===== src/design/nsjf_pkg.sv =====
// ----------------------------------------------------------------------------
// nsjf_pkg
// Shared widths, state encoding and control structs of the SJF scheduler.
// ----------------------------------------------------------------------------
package nsjf_pkg;

  localparam int MAX_JOBS_DEF = 16;
  localparam int ARR_W        = 16;
  localparam int BURST_W      = 16;
  localparam int JOB_IDX_W    = 4;
  localparam int TIME_W       = 21;
  localparam int SUM_W        = 25;

  typedef enum logic [2:0] {
    ST_LOAD,
    ST_SCAN,
    ST_DECIDE,
    ST_FINISH,
    ST_TAT,
    ST_WAIT,
    ST_EMIT
  } sched_state_e;

  typedef struct packed {
    logic clr;
    logic vld;
  } scan_ctl_t;

  typedef struct packed {
    logic               found;
    logic               any_wait;
    logic [ARR_W-1:0]   pick_arr;
    logic [BURST_W-1:0] pick_burst;
    logic [ARR_W-1:0]   next_arr;
  } scan_res_t;

endpackage


===== src/design/nsjf_ram.sv =====
// ----------------------------------------------------------------------------
// nsjf_ram
// Generic single-write, single-read RAM with registered read data.
// ----------------------------------------------------------------------------
module nsjf_ram #(
  parameter int WIDTH = 16,
  parameter int DEPTH = 16,
  localparam int AW   = (DEPTH > 1) ? $clog2(DEPTH) : 1
) (
  input  logic             clk_i,
  input  logic             we_i,
  input  logic [AW-1:0]    waddr_i,
  input  logic [WIDTH-1:0] wdata_i,
  input  logic [AW-1:0]    raddr_i,
  output logic [WIDTH-1:0] rdata_o
);

  logic [WIDTH-1:0] mem_q [DEPTH];

  always_ff @(posedge clk_i) begin
    if (we_i) begin
      mem_q[waddr_i] <= wdata_i;
    end
    rdata_o <= mem_q[raddr_i];
  end

endmodule


===== src/design/nsjf_scan.sv =====
// ----------------------------------------------------------------------------
// nsjf_scan
// Selection unit: folds one job entry per cycle into the current best pick
// and the earliest pending arrival.
// ----------------------------------------------------------------------------
module nsjf_scan import nsjf_pkg::*; #(
  parameter int MAX_JOBS = MAX_JOBS_DEF,
  localparam int IDX_W   = (MAX_JOBS > 1) ? $clog2(MAX_JOBS) : 1
) (
  input  logic               clk_i,
  input  logic               rst_ni,
  input  scan_ctl_t          ctl_i,
  input  logic [IDX_W-1:0]   idx_i,
  input  logic               done_i,
  input  logic [ARR_W-1:0]   arr_i,
  input  logic [BURST_W-1:0] burst_i,
  input  logic [TIME_W-1:0]  time_i,
  output scan_res_t          res_o,
  output logic [IDX_W-1:0]   pick_idx_o
);

  logic               found_q, found_d;
  logic               wait_q, wait_d;
  logic               take_pick, take_wait;
  logic [ARR_W-1:0]   pick_arr_q;
  logic [BURST_W-1:0] pick_burst_q;
  logic [ARR_W-1:0]   next_arr_q;
  logic [IDX_W-1:0]   pick_idx_q;
  logic               arrived;

  always_comb begin
    arrived   = TIME_W'(arr_i) <= time_i;
    take_pick = ctl_i.vld && !done_i && arrived && (!found_q || (burst_i < pick_burst_q));
    take_wait = ctl_i.vld && !done_i && !arrived && (!wait_q || (arr_i < next_arr_q));
    found_d   = ctl_i.clr ? 1'b0 : (found_q || take_pick);
    wait_d    = ctl_i.clr ? 1'b0 : (wait_q || take_wait);
  end

  always_ff @(posedge clk_i or negedge rst_ni) begin
    if (!rst_ni) begin
      found_q <= 1'b0;
      wait_q  <= 1'b0;
    end else begin
      found_q <= found_d;
      wait_q  <= wait_d;
    end
  end

  always_ff @(posedge clk_i) begin
    if (take_pick && !ctl_i.clr) begin
      pick_arr_q   <= arr_i;
      pick_burst_q <= burst_i;
      pick_idx_q   <= idx_i;
    end
    if (take_wait && !ctl_i.clr) begin
      next_arr_q <= arr_i;
    end
  end

  assign res_o.found      = found_q;
  assign res_o.any_wait   = wait_q;
  assign res_o.pick_arr   = pick_arr_q;
  assign res_o.pick_burst = pick_burst_q;
  assign res_o.next_arr   = next_arr_q;
  assign pick_idx_o       = pick_idx_q;

endmodule


===== src/design/nonpreemptive_sjf_scheduler_unit.sv =====
// ----------------------------------------------------------------------------
// nonpreemptive_sjf_scheduler_unit
// Non-preemptive shortest-job-first scheduler: loads a job set into RAM,
// then emits one completion record per job in schedule order.
//
//   channel | handshake              | payload
//   --------+------------------------+-------------------------------------
//   in      | in_valid_i/in_ready_o  | arrival_time, burst_time, last_job
//   out     | out_valid_o/out_ready_i| job_index, finish_time, turnaround,
//           |                        | waiting, totals, final_result
//
// Loading takes one request per cycle. Each completion scans the n stored
// jobs with one RAM read per job, then takes the registered read, the decision
// and three add steps. An idle jump to a later arrival adds a full rescan.
// No request is taken while a schedule runs. Reset needs no clearing pass;
// a stalled output holds the schedule in its emit step.
// ----------------------------------------------------------------------------
module nonpreemptive_sjf_scheduler_unit import nsjf_pkg::*; #(
  parameter int MAX_JOBS = MAX_JOBS_DEF,
  localparam int IDX_W   = (MAX_JOBS > 1) ? $clog2(MAX_JOBS) : 1,
  localparam int CNT_W   = $clog2(MAX_JOBS + 1)
) (
  input  logic                 clk_i,
  input  logic                 rst_ni,
  input  logic                 in_valid_i,
  output logic                 in_ready_o,
  input  logic [ARR_W-1:0]     arrival_time_i,
  input  logic [BURST_W-1:0]   burst_time_i,
  input  logic                 last_job_i,
  output logic                 out_valid_o,
  input  logic                 out_ready_i,
  output logic [JOB_IDX_W-1:0] job_index_o,
  output logic [TIME_W-1:0]    finish_time_o,
  output logic [TIME_W-1:0]    turnaround_o,
  output logic [TIME_W-1:0]    waiting_o,
  output logic [SUM_W-1:0]     total_turnaround_o,
  output logic [SUM_W-1:0]     total_waiting_o,
  output logic                 final_result_o
);

  sched_state_e state_q, state_d;

  logic [CNT_W-1:0]    job_count_q;
  logic [CNT_W-1:0]    emitted_q;
  logic [CNT_W-1:0]    issue_q;
  logic                rd_valid_q;
  logic [IDX_W-1:0]    rd_idx_q;
  logic [MAX_JOBS-1:0] done_q;
  logic [TIME_W-1:0]   time_q;
  logic [TIME_W-1:0]   tat_q;
  logic [TIME_W-1:0]   wt_q;
  logic [SUM_W-1:0]    sum_tat_q;
  logic [SUM_W-1:0]    sum_wt_q;
  logic                out_valid_q;

  logic               in_fire;
  logic               load_we;
  logic               scan_clr;
  logic               issue_en;
  logic               scan_last;
  logic               emit_fire;
  logic               out_free;
  logic               is_final;
  scan_ctl_t          scan_ctl;
  scan_res_t          scan_res;
  logic [IDX_W-1:0]   pick_idx;
  logic [ARR_W-1:0]   rd_arr;
  logic [BURST_W-1:0] rd_burst;
  logic [SUM_W-1:0]   sum_tat_d;
  logic [SUM_W-1:0]   sum_wt_d;

  nsjf_ram #(.WIDTH(ARR_W), .DEPTH(MAX_JOBS)) u_arr_ram (
    .clk_i   (clk_i),
    .we_i    (load_we),
    .waddr_i (job_count_q[IDX_W-1:0]),
    .wdata_i (arrival_time_i),
    .raddr_i (issue_q[IDX_W-1:0]),
    .rdata_o (rd_arr)
  );

  nsjf_ram #(.WIDTH(BURST_W), .DEPTH(MAX_JOBS)) u_burst_ram (
    .clk_i   (clk_i),
    .we_i    (load_we),
    .waddr_i (job_count_q[IDX_W-1:0]),
    .wdata_i (burst_time_i),
    .raddr_i (issue_q[IDX_W-1:0]),
    .rdata_o (rd_burst)
  );

  nsjf_scan #(.MAX_JOBS(MAX_JOBS)) u_scan (
    .clk_i      (clk_i),
    .rst_ni     (rst_ni),
    .ctl_i      (scan_ctl),
    .idx_i      (rd_idx_q),
    .done_i     (done_q[rd_idx_q]),
    .arr_i      (rd_arr),
    .burst_i    (rd_burst),
    .time_i     (time_q),
    .res_o      (scan_res),
    .pick_idx_o (pick_idx)
  );

  assign out_free  = !out_valid_q || out_ready_i;
  assign scan_last = rd_valid_q && (CNT_W'(rd_idx_q) == job_count_q - CNT_W'(1));
  assign is_final  = (emitted_q + CNT_W'(1)) == job_count_q;
  assign sum_tat_d = sum_tat_q + SUM_W'(tat_q);
  assign sum_wt_d  = sum_wt_q + SUM_W'(wt_q);

  always_comb begin
    state_d = state_q;
    unique case (state_q)
      ST_LOAD:   if (in_valid_i && last_job_i) state_d = ST_SCAN;
      ST_SCAN:   if (scan_last) state_d = ST_DECIDE;
      ST_DECIDE: state_d = scan_res.found ? ST_FINISH : ST_SCAN;
      ST_FINISH: state_d = ST_TAT;
      ST_TAT:    state_d = ST_WAIT;
      ST_WAIT:   state_d = ST_EMIT;
      ST_EMIT:   if (out_free) state_d = is_final ? ST_LOAD : ST_SCAN;
      default:   state_d = ST_LOAD;
    endcase
  end

  always_comb begin
    in_ready_o = 1'b0;
    scan_clr   = 1'b0;
    issue_en   = 1'b0;
    emit_fire  = 1'b0;
    unique case (state_q)
      ST_LOAD: begin
        in_ready_o = 1'b1;
        scan_clr   = 1'b1;
      end
      ST_SCAN:   issue_en = issue_q < job_count_q;
      ST_DECIDE: scan_clr = !scan_res.found;
      ST_EMIT: begin
        emit_fire = out_free;
        scan_clr  = out_free;
      end
      default: ;
    endcase
  end

  assign in_fire      = in_valid_i && in_ready_o;
  assign load_we      = in_fire && (job_count_q < CNT_W'(MAX_JOBS));
  assign scan_ctl.clr = scan_clr;
  assign scan_ctl.vld = rd_valid_q;

  always_ff @(posedge clk_i or negedge rst_ni) begin
    if (!rst_ni) begin
      state_q     <= ST_LOAD;
      job_count_q <= '0;
      emitted_q   <= '0;
      issue_q     <= '0;
      rd_valid_q  <= 1'b0;
      done_q      <= '0;
      time_q      <= '0;
      sum_tat_q   <= '0;
      sum_wt_q    <= '0;
      out_valid_q <= 1'b0;
    end else begin
      state_q    <= state_d;
      rd_valid_q <= issue_en;
      if (load_we) begin
        job_count_q <= job_count_q + CNT_W'(1);
      end
      if (scan_clr) begin
        issue_q <= '0;
      end else if (issue_en) begin
        issue_q <= issue_q + CNT_W'(1);
      end
      if (state_q == ST_DECIDE && !scan_res.found) begin
        time_q <= TIME_W'(scan_res.next_arr);
      end else if (state_q == ST_FINISH) begin
        time_q <= time_q + TIME_W'(scan_res.pick_burst);
      end
      if (emit_fire) begin
        out_valid_q <= 1'b1;
        if (is_final) begin
          job_count_q <= '0;
          emitted_q   <= '0;
          done_q      <= '0;
          time_q      <= '0;
          sum_tat_q   <= '0;
          sum_wt_q    <= '0;
        end else begin
          emitted_q        <= emitted_q + CNT_W'(1);
          done_q[pick_idx] <= 1'b1;
          sum_tat_q        <= sum_tat_d;
          sum_wt_q         <= sum_wt_d;
        end
      end else if (out_ready_i) begin
        out_valid_q <= 1'b0;
      end
    end
  end

  always_ff @(posedge clk_i) begin
    rd_idx_q <= issue_q[IDX_W-1:0];
    if (state_q == ST_TAT) begin
      tat_q <= time_q - TIME_W'(scan_res.pick_arr);
    end
    if (state_q == ST_WAIT) begin
      wt_q <= tat_q - TIME_W'(scan_res.pick_burst);
    end
    if (emit_fire) begin
      job_index_o        <= JOB_IDX_W'(pick_idx);
      finish_time_o      <= time_q;
      turnaround_o       <= tat_q;
      waiting_o          <= wt_q;
      total_turnaround_o <= sum_tat_d;
      total_waiting_o    <= sum_wt_d;
      final_result_o     <= is_final;
    end
  end

  assign out_valid_o = out_valid_q;

`ifndef NO_ASSERTIONS
  a_scan_has_jobs: assert property (@(posedge clk_i) disable iff (!rst_ni)
    (state_q == ST_SCAN) |-> (job_count_q != '0))
    else $error("scan running with no jobs loaded");

  a_no_double_done: assert property (@(posedge clk_i) disable iff (!rst_ni)
    emit_fire |-> !done_q[pick_idx])
    else $error("job completed twice");

  a_load_clean: assert property (@(posedge clk_i) disable iff (!rst_ni)
    in_ready_o |-> (done_q == '0 && emitted_q == '0 && time_q == '0))
    else $error("set state not cleared while loading");

  a_emit_bound: assert property (@(posedge clk_i) disable iff (!rst_ni)
    (state_q != ST_LOAD) |-> (emitted_q < job_count_q))
    else $error("completion count exceeds job count");
`endif

endmodule

===== config.mk =====
export PLATFORM = sky130hd
export DESIGN_NAME = nonpreemptive_sjf_scheduler_unit
export DESIGN_NICKNAME = d
export VERILOG_FILES = /design/src/design/nsjf_pkg.sv /design/src/design/nsjf_ram.sv /design/src/design/nsjf_scan.sv /design/src/design/nonpreemptive_sjf_scheduler_unit.sv
export SDC_FILE = /design/constraint.sdc
export NUM_CORES = 1
export LEC_CHECK = 0
export BUFFER_PORTS_ARGS = -buffer_cell sky130_fd_sc_hd__buf_4
export CAP_MARGIN = 30
export CELL_PAD_IN_SITES_DETAIL_PLACEMENT = 0
export CELL_PAD_IN_SITES_GLOBAL_PLACEMENT = 2
export CORE_ASPECT_RATIO = 0.7
export CORE_MARGIN = 1
export CORE_UTILIZATION = 50
export DETAILED_ROUTE_END_ITERATION = 6
export MAX_ROUTING_LAYER = met4
export PLACE_DENSITY_LB_ADDON = 0.1
export SYNTH_ARGS = -nofsm -noshare
export SYNTH_HDL_FRONTEND = slang
export SYNTH_SLANG_ARGS = --single-unit

===== constraint.sdc =====
create_clock -name clk_i -period 8.2 [get_ports clk_i]
set_clock_uncertainty 0.1 [all_clocks]
set_input_delay 1.23 -clock clk_i [delete_from_list [all_inputs] [get_ports clk_i]]
set_output_delay 1.23 -clock clk_i [all_outputs]
set_load 0.01 [all_outputs]

==> summary.txt <==
STA
  • Period utilization: 43.10%
  • Max-slew violation count: 0
  • Endpoints failing setup: 0
  • Final Hold Fails: 0
  • Setup TNS: 0 ns
  • Min Hold Slack: 0.3378 ns
  • Slew headroom: 32.15%
  • Actual slew at the worst max-slew pin: 1.018 ns
  • Max Fclk: 282.9 MHz
  • RSZ-0062 raised after global routing: no
  • Fin crit period: 3.535 ns

Clock network
  • H-Tree Depth: 3
  • Clock Path Buffers: 3
  • CTS clk-pin slew, worst paths: 0.07 ns
  • Total CTS buffers: 85
  • Resized cells post-CTS: 0
  • Sink Count: 869
  • CTS tree: built
  • Post-CTS Hold Buffers: 0
  • Post-CTS Setup Repair Bufs: 0
  • Clock Latency Late Sink: 0.64 ns
  • Root Buffer: clkbuf_16

Placement
  • Routability cong.: 0.8827
  • Input/output buffers: ~160
  • Placed insts: between 3000 and 4000
  • Placement Cell Area: 39660 µm²
  • HPWL Detailed: 55.70 mm

Power
  • Max VDD drop: 0.1990 mV
  • Clock power frac: 26.4%
  • Sw Pwr: ~5.3 mW
  • P_int: 10.34 mW
  • Sw Ratio: 33.88%
  • Sequential Power Share: roughly 40%
  • Leakage: 15.33 nW
  • Combinational cell fraction of total power: 33.4%
  • Power density cells: 366.9 nW/µm²

Hold path
  • Hold Path Cell Cnt: 0
  • Min-delay worst type: reg2reg

Detailed routing
  • DRT Wirelength: 88.74 mm
  • Routed WL per cell: 25.37 µm
  • Post-DR vias/cell: 5.940
  • First-pass DRT Iterations: 5
  • Post-route DRC: 0
  • Vias after detailed routing: 20780
  • Post-route ant nets: 0
  • Starting DRT DRC Count: 2067

Die
  • Die height: 230.1 µm
  • Core Box Area: ~73000 µm²
  • Initial Util: 50.62%
  • IO Count: 157
  • Die area: 75440 µm²
  • Die W: 327.9 µm
  • FP Rows: 83

Global routing
  • Antenna violations before repair: 1
  • Global-route wire length before repair: 132.6 mm
  • Largest net degree at the start of global routing: 105
  • Number of global-route vias before repair: about 20000
  • GR Overflow Total: 0
  • Global Route Usage Sum: 24.62%

Flow run
  • MaxCap Viol Count: 0

Layout
  • Layout cells sized above 1: 21.71%
  • Nets@finish: 2639
  • Filler cell count: between 5000 and 6000
  • Finished Core Util: 58.06%
  • Area grow syn2layout: 14.70%
  • Final instance area: 42630 µm²
  • Non-filler instance count after layout: 3498

Status
  • Outcome: finished clean

Yosys
  • Synthesized instance count: around 2300
  • Share of flip-flops with an asynchronous set or reset: 12.54%
  • #FFs+latches synth: 869
  • Ranking of synthesized cells by area: edfxtp_1, mux4_2, dfrtp_1
  • Syn nets: 2441
  • Post-synthesis sequential area ratio: approximately two thirds
  • Yosys cell types: 81
  • Average cell area after synthesis: between 15 and 20 µm²
  • Predominant post-synthesis flop cell: edfxtp_1
  • Synth area leader: edfxtp_1
  • Yosys Warn Count: 0
  • Netlist Area Pre-Place: 37170 µm²
  • Post-synth EDFFs: between 700 and 800
  • Share of Yosys cell area claimed by the top area cell type: 58.50%

Critical path
  • Req. time, crit path: between 6 and 7 ns
  • Delay-heaviest family, CP: simple AND/OR/NAND/NOR gates
  • CP cell instances: nor3_1, buf_4
  • Crit-path max FO: 16
  • FF-to-FF path depth: 11
  • Crit path buf inv count: 1
  • Crit path launch type: register
  • Crit path DAT: 2.20 ns
  • Kind of critical path: reg2out
  • CP endpoint kind: primary output
  • Critical path depth: 2
  • Crit-path max cell delay: 0.74 ns
  • Slowest-stage cell, CP: nor3_1
## layout make-up
cell class | count | area (µm²) | share of cell area [%]
Multi-Input combinational cell | 1205 | 11410 | 26.76
Clock buffer | 116 | 2375 | 5.571
Antenna cell | 1 | 2.502 | 0.005870
Tap cell | 977 | 1222 | 2.868
Inverter | 99 | 376.6 | 0.8835
Sequential cell | 869 | 25200 | 59.11
Timing Repair Buffer | 190 | 1459 | 3.422
Clock inverter | 41 | 588.1 | 1.380
## cells in the mapped netlist (all sizes together) (31+ instances only)
cell type,number
nor2,121
clkbuf,49
a22o,39
inv,97
edfxtp,724
xnor2,63
a21oi,108
mux4,165
a21o,42
nor3,31
nand2,80
dfxtp,36
ha,147
o21ai,66
dfrtp,109
xor2,39
## cell families after synthesis
logic type	count (synthesis)	synth area share [%]
multiplexers	172	10.19
adder cells (fa/ha/maj)	152	5.218
AND/OR/NAND/NOR	366	4.727
XOR/XNOR	102	2.404
flip-flops	869	67.78
AO/OA/AOI/OAI	413	7.753
buffers and inverters	178	1.932
## flip-flops by register name, summed over array words and instances (netlist names), 5 cells and up
signal / flops
tat_q: 21
turnaround_o: 21
finish_time_o: 21
sum_tat_q: 25
u_arr_ram.mem_q: 256
u_burst_ram.mem_q: 256
total_waiting_o: 25
sum_wt_q: 25
waiting_o: 21
total_turnaround_o: 25
u_arr_ram.rdata_o: 16
emitted_q: 5
u_scan.pick_burst_q: 16
job_count_q: 5
done_q: 16
wt_q: 21
u_scan.pick_arr_q: 16
issue_q: 5
u_burst_ram.rdata_o: 16
u_scan.next_arr_q: 16
time_q: 21
## cells in the final DEF, fill, tap and decap left out, types with 6 or more instances in the layout
cell type / instances
dfrtp_1: 105
nand2_1: 80
bufinv_16: 12
and3_1: 8
xor2_1: 39
o21a_1: 24
o211ai_1: 8
inv_1: 97
nor2_4: 12
nor3_1: 25
clkbuf_1: 19
a211oi_1: 27
a21oi_1: 105
nor2b_1: 25
nor2_1: 108
mux4_2: 165
o21ai_0: 61
buf_4: 187
mux2i_1: 6
nand2b_1: 17
clkinv_2: 16
ha_1: 147
clkbuf_16: 86
nand3_1: 26
a21o_1: 42
xnor2_1: 63
dfxtp_1: 36
a31o_2: 7
a22o_1: 39
a31oi_1: 14
edfxtp_1: 724
nand4_1: 22
nor3_2: 6
or3_1: 6
o21bai_1: 10
clkbuf_8: 11
o22ai_1: 8
## through the flow
step	setup slack [ns]	power, mW
finish	4.665	15.64
global placement	4.467	11.50
CTS	4.640	15.73
floorplan	2.618	9.949
detailed placement	4.371	11.57
global route	4.361	16.51
## worst paths after layout
path | from | to | slack, ns
hold reg to reg | u_burst_ram.rdata_o[12]$_DFF_P_ | u_scan.pick_burst_q[12]$_DFFE_PP_ | 0.34
setup reg to reg | time_q[1]$_DFF_PN0_ | u_scan.pick_arr_q[2]$_DFFE_PP_ | 4.69
min in group asynchronous | rst_ni | sum_wt_q[15]$_DFFE_PN0P_ | 0.39
hold / removal | u_burst_ram.rdata_o[12]$_DFF_P_ | u_scan.pick_burst_q[12]$_DFFE_PP_ | 0.34
max in group asynchronous | rst_ni | job_count_q[0]$_DFF_PN0_ | 6.44
setup / recovery | state_q[2]$_DFFE_PN0P_ | in_ready_o | 4.67
## per-layer routing
| metal | GRT usage [%] | vias to the layer above | routed length (µm) |
|---|---|---|---|
| met5 | - | - | 0 |
| met4 | 4.220 | 0 | 1317 |
| met3 | 4.736 | 104 | 5849 |
| met2 | 33.48 | 628 | 37680 |
| met1 | 38.71 | 10780 | 43890 |
| li1 | - | 9269 | - |
## power groups by stage
stage / clock [mW] / combinational [mW] / sequential, mW
after global routing: 4.38 / 5.77 / 6.36
after detailed placement: 0 / 5.19 / 6.38
after floorplan: 0 / 3.92 / 6.03
final: 4.12 / 5.23 / 6.29
after global placement: 0 / 5.12 / 6.38
after CTS: 4.21 / 5.23 / 6.29
No activity file was read; power rests on OpenSTA's default activity.
